--- src/hdl/kdop_pkg.sv ---
// Shared constants, types and helper functions for the k-DOP fitting block.
package kdop_pkg;

    localparam int COORD_BITS  = 24;
    localparam int DIST_BITS   = COORD_BITS + 2;
    localparam int NUM_PROJ    = 13;
    localparam int PROJ_IDX_W  = $clog2(NUM_PROJ);
    localparam int PLANE_IDX_W = 5;

    // First projection of the diagonal group and of the edge group.
    localparam logic [PROJ_IDX_W-1:0] PROJ_DIAG_BASE = PROJ_IDX_W'(3);
    localparam logic [PROJ_IDX_W-1:0] PROJ_EDGE_BASE = PROJ_IDX_W'(7);
    localparam logic [PROJ_IDX_W-1:0] NUM_AXES       = PROJ_IDX_W'(3);

    typedef enum logic [1:0] {
        DOP_6  = 2'd0,
        DOP_14 = 2'd1,
        DOP_18 = 2'd2,
        DOP_26 = 2'd3
    } t_dop_mode;

    localparam t_dop_mode DOP_MODE_RESET = DOP_14;

    typedef logic signed [COORD_BITS-1:0] t_coord;
    typedef logic signed [DIST_BITS-1:0]  t_dist;

    // Commands from the controller to the datapath.
    typedef struct packed {
        logic                   load_point;
        logic                   point_last;
        logic                   emit_load;
        logic [PLANE_IDX_W-1:0] emit_index;
        logic                   emit_last;
        logic [PLANE_IDX_W-1:0] half;
        t_dop_mode              mode;
    } t_dp_cmd;

    // Status from the datapath to the controller.
    typedef struct packed {
        logic out_free;
    } t_dp_status;

    function automatic logic [PLANE_IDX_W-1:0] kdop_plane_count(input t_dop_mode mode);
        logic [PLANE_IDX_W-1:0] k;
        case (mode)
            DOP_6:   k = PLANE_IDX_W'(6);
            DOP_14:  k = PLANE_IDX_W'(14);
            DOP_18:  k = PLANE_IDX_W'(18);
            DOP_26:  k = PLANE_IDX_W'(26);
            default: k = PLANE_IDX_W'(6);
        endcase
        return k;
    endfunction

    // Maps a position within one half of the output to a projection number.
    function automatic logic [PROJ_IDX_W-1:0] kdop_sel(input t_dop_mode mode,
                                                       input logic [PROJ_IDX_W-1:0] j);
        logic [PROJ_IDX_W-1:0] s;
        if (j < NUM_AXES) begin
            s = j;
        end else begin
            case (mode)
                DOP_14:  s = PROJ_DIAG_BASE + (j - NUM_AXES);
                DOP_18:  s = PROJ_EDGE_BASE + (j - NUM_AXES);
                DOP_26:  s = j;
                default: s = '0;
            endcase
        end
        return s;
    endfunction

endpackage

--- src/hdl/kdop_if.sv ---
// Stream interfaces for the point input and the plane output channels.
interface kdop_pt_if import kdop_pkg::*; ();
    logic   valid;
    logic   ready;
    t_coord point_x;
    t_coord point_y;
    t_coord point_z;
    logic   last_point;

    modport source (output valid, point_x, point_y, point_z, last_point, input ready);
    modport sink   (input valid, point_x, point_y, point_z, last_point, output ready);
endinterface

interface kdop_pl_if import kdop_pkg::*; ();
    logic                   valid;
    logic                   ready;
    logic [PLANE_IDX_W-1:0] plane_index;
    t_dist                  plane_distance;
    logic                   last_plane;

    modport source (output valid, plane_index, plane_distance, last_plane, input ready);
    modport sink   (input valid, plane_index, plane_distance, last_plane, output ready);
endinterface

--- src/hdl/kdop_fit_from_points.sv ---
// Top level of the k-DOP fitting block: controller and datapath.
//
// Usage: points stream in on i_point (valid/ready, one item per point). Each
// accepted point updates the running minimum and maximum of all thirteen
// projections in the same cycle, so points are taken at one per cycle. The
// item flagged last_point closes the set. The block then drops i_point.ready
// and sends k plane items on o_plane (k = 6, 14, 18 or 26 from dop_mode),
// minima first and then maxima, the final one flagged last_plane. After the
// last point is accepted the controller enters its emit state and its plane
// counter loads the single output register; emission runs at one plane per
// cycle while the receiver takes them. When o_plane.ready is low the current
// plane item is held and the counter waits. dop_mode is written through
// i_cfg_we and i_cfg_wdata; the user must do so only while the block is idle,
// as the block itself does not enforce it. Synchronous reset (i_rst_n low)
// empties the output register, returns to accepting points, forgets any
// partial set and sets dop_mode to 1 (k = 14).
module kdop_fit_from_points import kdop_pkg::*; (
    input  logic       i_clk,
    input  logic       i_rst_n,
    input  logic       i_cfg_we,
    input  logic [1:0] i_cfg_wdata,
    kdop_pt_if.sink    i_point,
    kdop_pl_if.source  o_plane
);

    t_dp_cmd    dp_cmd;
    t_dp_status dp_status;
    logic       pt_ready;

    assign i_point.ready = pt_ready;

    // Sequencing and the mode register live in the controller.
    kdop_ctrl u_ctrl (
        .i_clk       (i_clk),
        .i_rst_n     (i_rst_n),
        .i_cfg_we    (i_cfg_we),
        .i_cfg_wdata (i_cfg_wdata),
        .i_pt_valid  (i_point.valid),
        .i_pt_last   (i_point.last_point),
        .o_pt_ready  (pt_ready),
        .i_status    (dp_status),
        .o_cmd       (dp_cmd)
    );

    // Projection arithmetic, extreme tracking and the output register.
    kdop_datapath u_datapath (
        .i_clk     (i_clk),
        .i_rst_n   (i_rst_n),
        .i_cmd     (dp_cmd),
        .i_point_x (i_point.point_x),
        .i_point_y (i_point.point_y),
        .i_point_z (i_point.point_z),
        .o_status  (dp_status),
        .o_plane   (o_plane)
    );

endmodule

--- src/hdl/kdop_datapath.sv ---
// Projection adders, running min/max registers and the output register.
module kdop_datapath import kdop_pkg::*; (
    input  logic       i_clk,
    input  logic       i_rst_n,
    input  t_dp_cmd    i_cmd,
    input  t_coord     i_point_x,
    input  t_coord     i_point_y,
    input  t_coord     i_point_z,
    output t_dp_status o_status,
    kdop_pl_if.source  o_plane
);

    t_dist r_min [NUM_PROJ];
    t_dist r_max [NUM_PROJ];
    logic  r_set_started;

    logic                   r_out_valid;
    logic [PLANE_IDX_W-1:0] r_out_index;
    t_dist                  r_out_dist;
    logic                   r_out_last;

    t_dist                 p [NUM_PROJ];
    t_dist                 x, y, z;
    logic [PLANE_IDX_W-1:0] n_j;
    logic [PROJ_IDX_W-1:0]  n_sel;
    logic                   n_is_min;
    t_dist                  n_dist;

    always_comb begin
        x = DIST_BITS'(i_point_x);
        y = DIST_BITS'(i_point_y);
        z = DIST_BITS'(i_point_z);
        p[0]  = x;
        p[1]  = y;
        p[2]  = z;
        p[3]  = x + y + z;
        p[4]  = x - y + z;
        p[5]  = x + y - z;
        p[6]  = x - y - z;
        p[7]  = x + y;
        p[8]  = x + z;
        p[9]  = y + z;
        p[10] = x - y;
        p[11] = x - z;
        p[12] = y - z;
    end

    always_ff @(posedge i_clk) begin
        if (i_cmd.load_point) begin
            for (int i = 0; i < NUM_PROJ; i++) begin
                if (!r_set_started || p[i] < r_min[i]) begin
                    r_min[i] <= p[i];
                end
                if (!r_set_started || p[i] > r_max[i]) begin
                    r_max[i] <= p[i];
                end
            end
        end
    end

    always_ff @(posedge i_clk) begin
        if (!i_rst_n) begin
            r_set_started <= 1'b0;
        end else if (i_cmd.load_point) begin
            r_set_started <= !i_cmd.point_last;
        end
    end

    // Minima fill the lower half of the plane numbers, maxima the upper.
    always_comb begin
        n_is_min = i_cmd.emit_index < i_cmd.half;
        n_j      = n_is_min ? i_cmd.emit_index : i_cmd.emit_index - i_cmd.half;
        n_sel    = kdop_sel(i_cmd.mode, n_j[PROJ_IDX_W-1:0]);
        n_dist   = n_is_min ? r_min[n_sel] : r_max[n_sel];
    end

    always_ff @(posedge i_clk) begin
        if (!i_rst_n) begin
            r_out_valid <= 1'b0;
        end else if (i_cmd.emit_load) begin
            r_out_valid <= 1'b1;
        end else if (o_plane.ready) begin
            r_out_valid <= 1'b0;
        end
    end

    always_ff @(posedge i_clk) begin
        if (i_cmd.emit_load) begin
            r_out_index <= i_cmd.emit_index;
            r_out_dist  <= n_dist;
            r_out_last  <= i_cmd.emit_last;
        end
    end

    assign o_status.out_free       = !r_out_valid || o_plane.ready;
    assign o_plane.valid           = r_out_valid;
    assign o_plane.plane_index     = r_out_index;
    assign o_plane.plane_distance  = r_out_dist;
    assign o_plane.last_plane      = r_out_last;

endmodule

--- src/hdl/kdop_ctrl.sv ---
// Controller: mode register, accumulate/emit sequencing and plane counter.
module kdop_ctrl import kdop_pkg::*; (
    input  logic       i_clk,
    input  logic       i_rst_n,
    input  logic       i_cfg_we,
    input  logic [1:0] i_cfg_wdata,
    input  logic       i_pt_valid,
    input  logic       i_pt_last,
    output logic       o_pt_ready,
    input  t_dp_status i_status,
    output t_dp_cmd    o_cmd
);

    typedef enum logic {
        S_ACCUM,
        S_EMIT
    } t_state;

    t_state                 r_state;
    t_dop_mode              r_mode;
    logic [PLANE_IDX_W-1:0] r_idx;
    logic [PLANE_IDX_W-1:0] r_count;

    logic pt_acc;
    logic emit_last;

    assign o_pt_ready = (r_state == S_ACCUM);
    assign pt_acc     = i_pt_valid && o_pt_ready;
    assign emit_last  = (r_idx == r_count - PLANE_IDX_W'(1));

    always_comb begin
        o_cmd.load_point = pt_acc;
        o_cmd.point_last = i_pt_last;
        o_cmd.emit_load  = (r_state == S_EMIT) && i_status.out_free;
        o_cmd.emit_index = r_idx;
        o_cmd.emit_last  = emit_last;
        o_cmd.half       = r_count >> 1;
        o_cmd.mode       = r_mode;
    end

    always_ff @(posedge i_clk) begin
        if (!i_rst_n) begin
            r_state <= S_ACCUM;
            r_mode  <= DOP_MODE_RESET;
            r_idx   <= '0;
            r_count <= kdop_plane_count(DOP_MODE_RESET);
        end else begin
            if (i_cfg_we) begin
                r_mode <= t_dop_mode'(i_cfg_wdata);
            end
            case (r_state)
                S_ACCUM: begin
                    if (pt_acc && i_pt_last) begin
                        r_state <= S_EMIT;
                        r_idx   <= '0;
                        r_count <= kdop_plane_count(r_mode);
                    end
                end
                S_EMIT: begin
                    if (i_status.out_free) begin
                        r_idx <= r_idx + PLANE_IDX_W'(1);
                        if (emit_last) begin
                            r_state <= S_ACCUM;
                        end
                    end
                end
                default: begin
                    r_state <= S_ACCUM;
                end
            endcase
        end
    end

    a_last_point_starts_emit: assert property (@(posedge i_clk) disable iff (!i_rst_n)
        (pt_acc && i_pt_last) |=> (r_state == S_EMIT && r_idx == '0))
        else $error("last point did not start emission at plane zero");

    a_emit_ends_on_last: assert property (@(posedge i_clk) disable iff (!i_rst_n)
        (o_cmd.emit_load && emit_last) |=> (r_state == S_ACCUM))
        else $error("controller did not return to accumulate after final plane");

    a_idx_in_range: assert property (@(posedge i_clk) disable iff (!i_rst_n)
        (r_state == S_EMIT) |-> (r_idx < r_count))
        else $error("plane counter ran past the plane count");

endmodule

--- src/flat_wrapper.sv ---
// flat-port wrapper written by rule: the top's interface ports become plain ports
module kdop_fit_from_points_flat import kdop_pkg::*;
  (i_clk, i_rst_n, i_cfg_we, i_cfg_wdata, i_point_valid, i_point_point_x, i_point_point_y, i_point_point_z, i_point_last_point, i_point_ready, o_plane_valid, o_plane_plane_index, o_plane_plane_distance, o_plane_last_plane, o_plane_ready);
  kdop_pt_if i_point_i ();
  kdop_pl_if o_plane_i ();
  input  logic i_clk;
  input  logic i_rst_n;
  input  logic i_cfg_we;
  input  logic [1:0] i_cfg_wdata;
  input wire logic [$bits(i_point_i.valid)-1:0] i_point_valid;
  input wire logic [$bits(i_point_i.point_x)-1:0] i_point_point_x;
  input wire logic [$bits(i_point_i.point_y)-1:0] i_point_point_y;
  input wire logic [$bits(i_point_i.point_z)-1:0] i_point_point_z;
  input wire logic [$bits(i_point_i.last_point)-1:0] i_point_last_point;
  output wire logic [$bits(i_point_i.ready)-1:0] i_point_ready;
  output wire logic [$bits(o_plane_i.valid)-1:0] o_plane_valid;
  output wire logic [$bits(o_plane_i.plane_index)-1:0] o_plane_plane_index;
  output wire logic [$bits(o_plane_i.plane_distance)-1:0] o_plane_plane_distance;
  output wire logic [$bits(o_plane_i.last_plane)-1:0] o_plane_last_plane;
  input wire logic [$bits(o_plane_i.ready)-1:0] o_plane_ready;
  assign i_point_i.valid = i_point_valid;
  assign i_point_i.point_x = i_point_point_x;
  assign i_point_i.point_y = i_point_point_y;
  assign i_point_i.point_z = i_point_point_z;
  assign i_point_i.last_point = i_point_last_point;
  assign i_point_ready = i_point_i.ready;
  assign o_plane_valid = o_plane_i.valid;
  assign o_plane_plane_index = o_plane_i.plane_index;
  assign o_plane_plane_distance = o_plane_i.plane_distance;
  assign o_plane_last_plane = o_plane_i.last_plane;
  assign o_plane_i.ready = o_plane_ready;
  kdop_fit_from_points u_core (.i_clk(i_clk), .i_rst_n(i_rst_n), .i_cfg_we(i_cfg_we), .i_cfg_wdata(i_cfg_wdata), .i_point(i_point_i), .o_plane(o_plane_i));
endmodule
--- config.mk ---
export PLATFORM = sky130hd
export DESIGN_NAME = kdop_fit_from_points_flat
export DESIGN_NICKNAME = d
export VERILOG_FILES = /design/src/hdl/kdop_pkg.sv /design/src/hdl/kdop_if.sv /design/src/hdl/kdop_fit_from_points.sv /design/src/hdl/kdop_datapath.sv /design/src/hdl/kdop_ctrl.sv /design/src/flat_wrapper.sv
export SDC_FILE = /design/constraint.sdc
export NUM_CORES = 2
export LEC_CHECK = 0
export BUFFER_PORTS_ARGS = -buffer_cell sky130_fd_sc_hd__buf_2
export CAP_MARGIN = 20
export CORE_ASPECT_RATIO = 1.2
export CORE_MARGIN = 2
export CORE_UTILIZATION = 44
export CTS_CLUSTER_DIAMETER = 150
export DETAILED_ROUTE_END_ITERATION = 8
export PLACE_DENSITY = 0.62
export SYNTH_ARGS = -nofsm -noshare
export SYNTH_HDL_FRONTEND = slang
export SYNTH_HIERARCHICAL = 1
export SYNTH_SLANG_ARGS = --single-unit
--- constraint.sdc ---
create_clock -name i_clk -period 8.6 [get_ports i_clk]
set_input_delay 1.72 -clock i_clk [delete_from_list [all_inputs] [get_ports i_clk]]
set_output_delay 1.72 -clock i_clk [all_outputs]
set_load 0.1 [all_outputs]
==> flow_metrics.tcl <==
set metrics [dict create \
    pwr-share-comb 0.439 \
    cts_buffer_depth 3 \
    status "finished clean" \
    dieArea_um2 128000 \
    p_clk_frac 0.240 \
    ys_warn_count 6 \
    htreeDepth 3 \
    routabilityCongestion 0.989 \
    synth_area_um2 55200 \
    fmax_mhz 122 \
    ys_types 107 \
    muxShareOfSynthArea 0.0372 \
    whs_ns 0.533 \
    clock_sinks 697 \
    synth_top_family_by_area "adder cells" \
    min_path_type "register to register" \
    avgSynthCellArea_um2 10.0 \
    synthTopCellsByArea "edfxtp_1, ha_1, inv_1" \
    path_max_fanout 10 \
    antenna_found_initial 16 \
    drv_slew 0 \
    setup_tns_ns 0 \
    die_h_um 392 \
    setup_viol 0 \
    grt_max_degree 91 \
    syn_inst 5521 \
    hold_viol 0 \
    vias_per_cell 6.01 \
    power_density_nw_per_um2 251 \
    cts_buffers 81 \
    insertion_delay_ns 0.70 \
    synth_ff_type "edfxtp_1" \
    hold_buffers 0 \
    fin_area_um2 62400 \
    drt_iter0_markers 4927 \
    synth_seq_area_share 0.377 \
    start_util 0.443 \
    synth_seq_cells 697 \
    ir_drop_mv 0.137 \
    grt_overflow 0 \
    worstPathArrival_ns 8.60 \
    drc 0 \
    p_switching_mw 6.16 \
    cp_slowest_cell "a2111oi_0" \
    finClkSkew_ns 0.0278 \
    fp.dieW_um 327 \
    rows 142 \
    endpoint_kind "register" \
    synth_edf_count 684 \
    cts_tree "yes" \
    start_kind "input port" \
    yosysTopAreaCell "edfxtp_1" \
    grt_pass1_vias 44339 \
    netlist.area_leader.share 0.372 \
    synth_xor_area_frac 0.0331 \
    post_drt_wl_per_cell_um 27.0 \
    dr_total_vias 45368 \
    first_pass_iters 6 \
    yosys.area_share.simple 0.103 \
    synth_nets 6508 \
    wl_mm 204 \
    path_class "input port to register" \
    pre_cts_ws_ns -0.0420 \
    grt_pass1_wl_mm 290 \
    max_stage_delay_ns 0.87 \
    max_cap_viol_count 0 \
    layout-drive-gt1-share 0.112 \
    slew_headroom 0.235 \
    critPathRequiredTime_ns 8.98 \
    layout.nets 6802 \
    dpl.hpwl_mm 164 \
    p_leak_nw 28.3 \
    root_buffer "clkbuf_16" \
    core_um2 125000 \
    syn_to_final_growth_pct 13.0 \
    p_sw_frac 0.393 \
    ys_async_sr_fraction 0 \
    io_pins 114 \
    grtUsageTotal 0.311 \
    place_area_um2 59600 \
    fill_cells 11458 \
    grt_setup_unrepaired "no" \
    clk_transition_reported_paths_ns 0.06 \
    port_buffers 113 \
    drt.antenna.violating_nets 0 \
    synthAdderAreaFrac 0.207 \
    synth-compound-area-share 0.171 \
    p_int_mw 9.52 \
    period_minus_slack_ns 8.22 \
    seqPwrFrac 0.321 \
    worstMarginPinSlew_ns 1.14 \
    min_period_over_period 0.956 \
    setup_slack_ns 0.381 \
]
[cell usage in the layout (no fill, tap or decap), types with 17 or more instances in the layout]
| cell | netlist | layout |
|---|---|---|
| ha_1 | 896 | 896 |
| inv_1 | 833 | 832 |
| edfxtp_1 | 684 | 684 |
| a21oi_1 | 382 | 372 |
| nor2_1 | 277 | 277 |
| buf_4 | 12 | 253 |
| o21ai_0 | 254 | 249 |
| nand2_1 | 217 | 217 |
| xnor2_1 | 165 | 165 |
| a21o_1 | 159 | 158 |
| o211ai_1 | 149 | 149 |
| nand3_1 | 121 | 121 |
| buf_2 | 50 | 113 |
| nand4_1 | 110 | 110 |
| nor2b_1 | 107 | 107 |
| o21a_1 | 106 | 106 |
| clkbuf_16 | 0 | 83 |
| mux2i_1 | 80 | 80 |
| nand2b_1 | 77 | 77 |
| nor3_1 | 73 | 73 |
| o21bai_1 | 51 | 51 |
| mux4_2 | 49 | 49 |
| xor2_1 | 44 | 44 |
| a211oi_1 | 41 | 40 |
| a31oi_1 | 33 | 29 |
| a221oi_1 | 26 | 24 |
| or3_1 | 23 | 23 |
| nor4_1 | 24 | 23 |
| and3_1 | 21 | 20 |
| o31ai_1 | 19 | 19 |
| a22oi_1 | 19 | 19 |
| a2111oi_0 | 18 | 18 |
| clkinv_2 | 0 | 17 |
| buf_12 | 0 | 17 |
[metrics by stage]
stage | total power [mW] | utilization | std cells
2_1_floorplan | 9.11 | - | 5521
3_3_place_gp | 11.7 | 0.477 | 7387
3_5_place_dp | 11.8 | 0.478 | 7388
4_1_cts | 15.6 | 0.500 | 7538
5_1_grt | 16.5 | 0.500 | 7538
6_report | 15.7 | 0.500 | 7544
[worst paths after layout]
path	depth (start not counted)	slack, ns	end	start
worst min register to register	2	0.53	u_core/u_ctrl/r_count[2]$_SDFFE_PN1P_	u_core/u_ctrl/r_count[2]$_SDFFE_PN1P_
worst max register to register	20	2.07	u_core/u_datapath/o_plane.plane_distance[12]$_DFFE_PP_	u_core/u_ctrl/r_idx[0]$_SDFFE_PN0P_
worst max-delay path	27	0.38	u_core/u_datapath/r_max[5][22]$_DFFE_PP_	i_point_point_x[1]
worst min-delay path	2	0.53	u_core/u_ctrl/r_count[2]$_SDFFE_PN1P_	u_core/u_ctrl/r_count[2]$_SDFFE_PN1P_
[cell type report]
type,instances,area [um^2],area share
clock buffer,94,2130,0.0341
multi-input combinational,3818,30800,0.493
tap,1656,2070,0.0332
clock inverter,56,681,0.0109
antenna,6,15.0,0.000241
inverter,834,3130,0.0502
sequential,697,20800,0.333
timing repair buffer,383,2810,0.0450
[worst max-delay path: cells and delay by family]
kind | cells | cell delay (ns)
adders and majority gates | 3 | 1.26
xor gates and xnor gates | 1 | 0.51
buffers and inverters | 5 | 0.81
AOI/OAI and AO/OA | 11 | 3.28
muxes | 1 | 0.17
and+or+nand+nor | 6 | 0.82
[sequential cells by signal, summed over array words and instances (netlist names)]
signal                                    count
u_core/u_ctrl/r_mode                          2
u_core/u_datapath/o_plane.plane_index         5
u_core/u_datapath/r_set_started               1
u_core/u_datapath/r_max                     326
u_core/u_datapath/r_min                     326
u_core/u_datapath/o_plane.valid               1
u_core/u_ctrl/r_count                         3
u_core/u_ctrl/r_state                         1
u_core/u_datapath/o_plane.plane_distance     26
u_core/u_ctrl/r_idx                           5
u_core/u_datapath/o_plane.last_plane          1
[power by group through the flow]
| stage | Clock [mW] | Combinational, mW | Sequential (mW) |
|---|---|---|---|
| floorplan | 0 | 4.12 | 4.98 |
| global placement | 0 | 6.64 | 5.06 |
| detailed placement | 0 | 6.74 | 5.08 |
| CTS | 3.81 | 6.79 | 5.02 |
| global route | 3.92 | 7.51 | 5.08 |
| finish | 3.76 | 6.89 | 5.04 |
[cells in the mapped netlist (13+ instances only)]
cell	instances
nand2b_1	77
o31ai_1	19
a21boi_0	16
clkbuf_1	98
o211ai_1	149
a211oi_1	41
a22oi_1	19
buf_2	50
and3_1	21
ha_1	896
nand4_1	110
nor4_1	24
a31oi_1	33
o21bai_1	51
edfxtp_1	684
nor3_1	73
o22ai_1	17
xor2_1	44
o21ai_0	254
inv_1	833
dfxtp_1	13
nand2_1	217
o21a_1	106
or3_1	23
a221oi_1	26
mux2i_1	80
mux4_2	49
xnor2_1	165
nor2b_1	107
a21o_1	159
a21oi_1	382
nor2_1	277
nand3_1	121
a2111oi_0	18
[routing by layer]
layer	up-vias	routed length, um	GRT usage
li1	20726	-	-
met1	22336	82400	0.405
met2	1901	93100	0.504
met3	389	16500	0.0407
met4	16	11600	0.163
met5	-	92	0
[cell families after synthesis]
kind of cell / count (synthesis)
xor gates and xnor gates: 209
and+or+nand+nor: 1125
adders and majority gates: 907
buffers and inverters: 1006
muxes: 142
AOI/OAI and AO/OA: 1433
other: 2
DFF: 697
[what timing repair did]
item                       CTS  global route
setup endpoints to repair    0            26
setup buffers                0             0
gates resized for setup      0             2
Note: power is estimated with default switching activity, not from simulation.
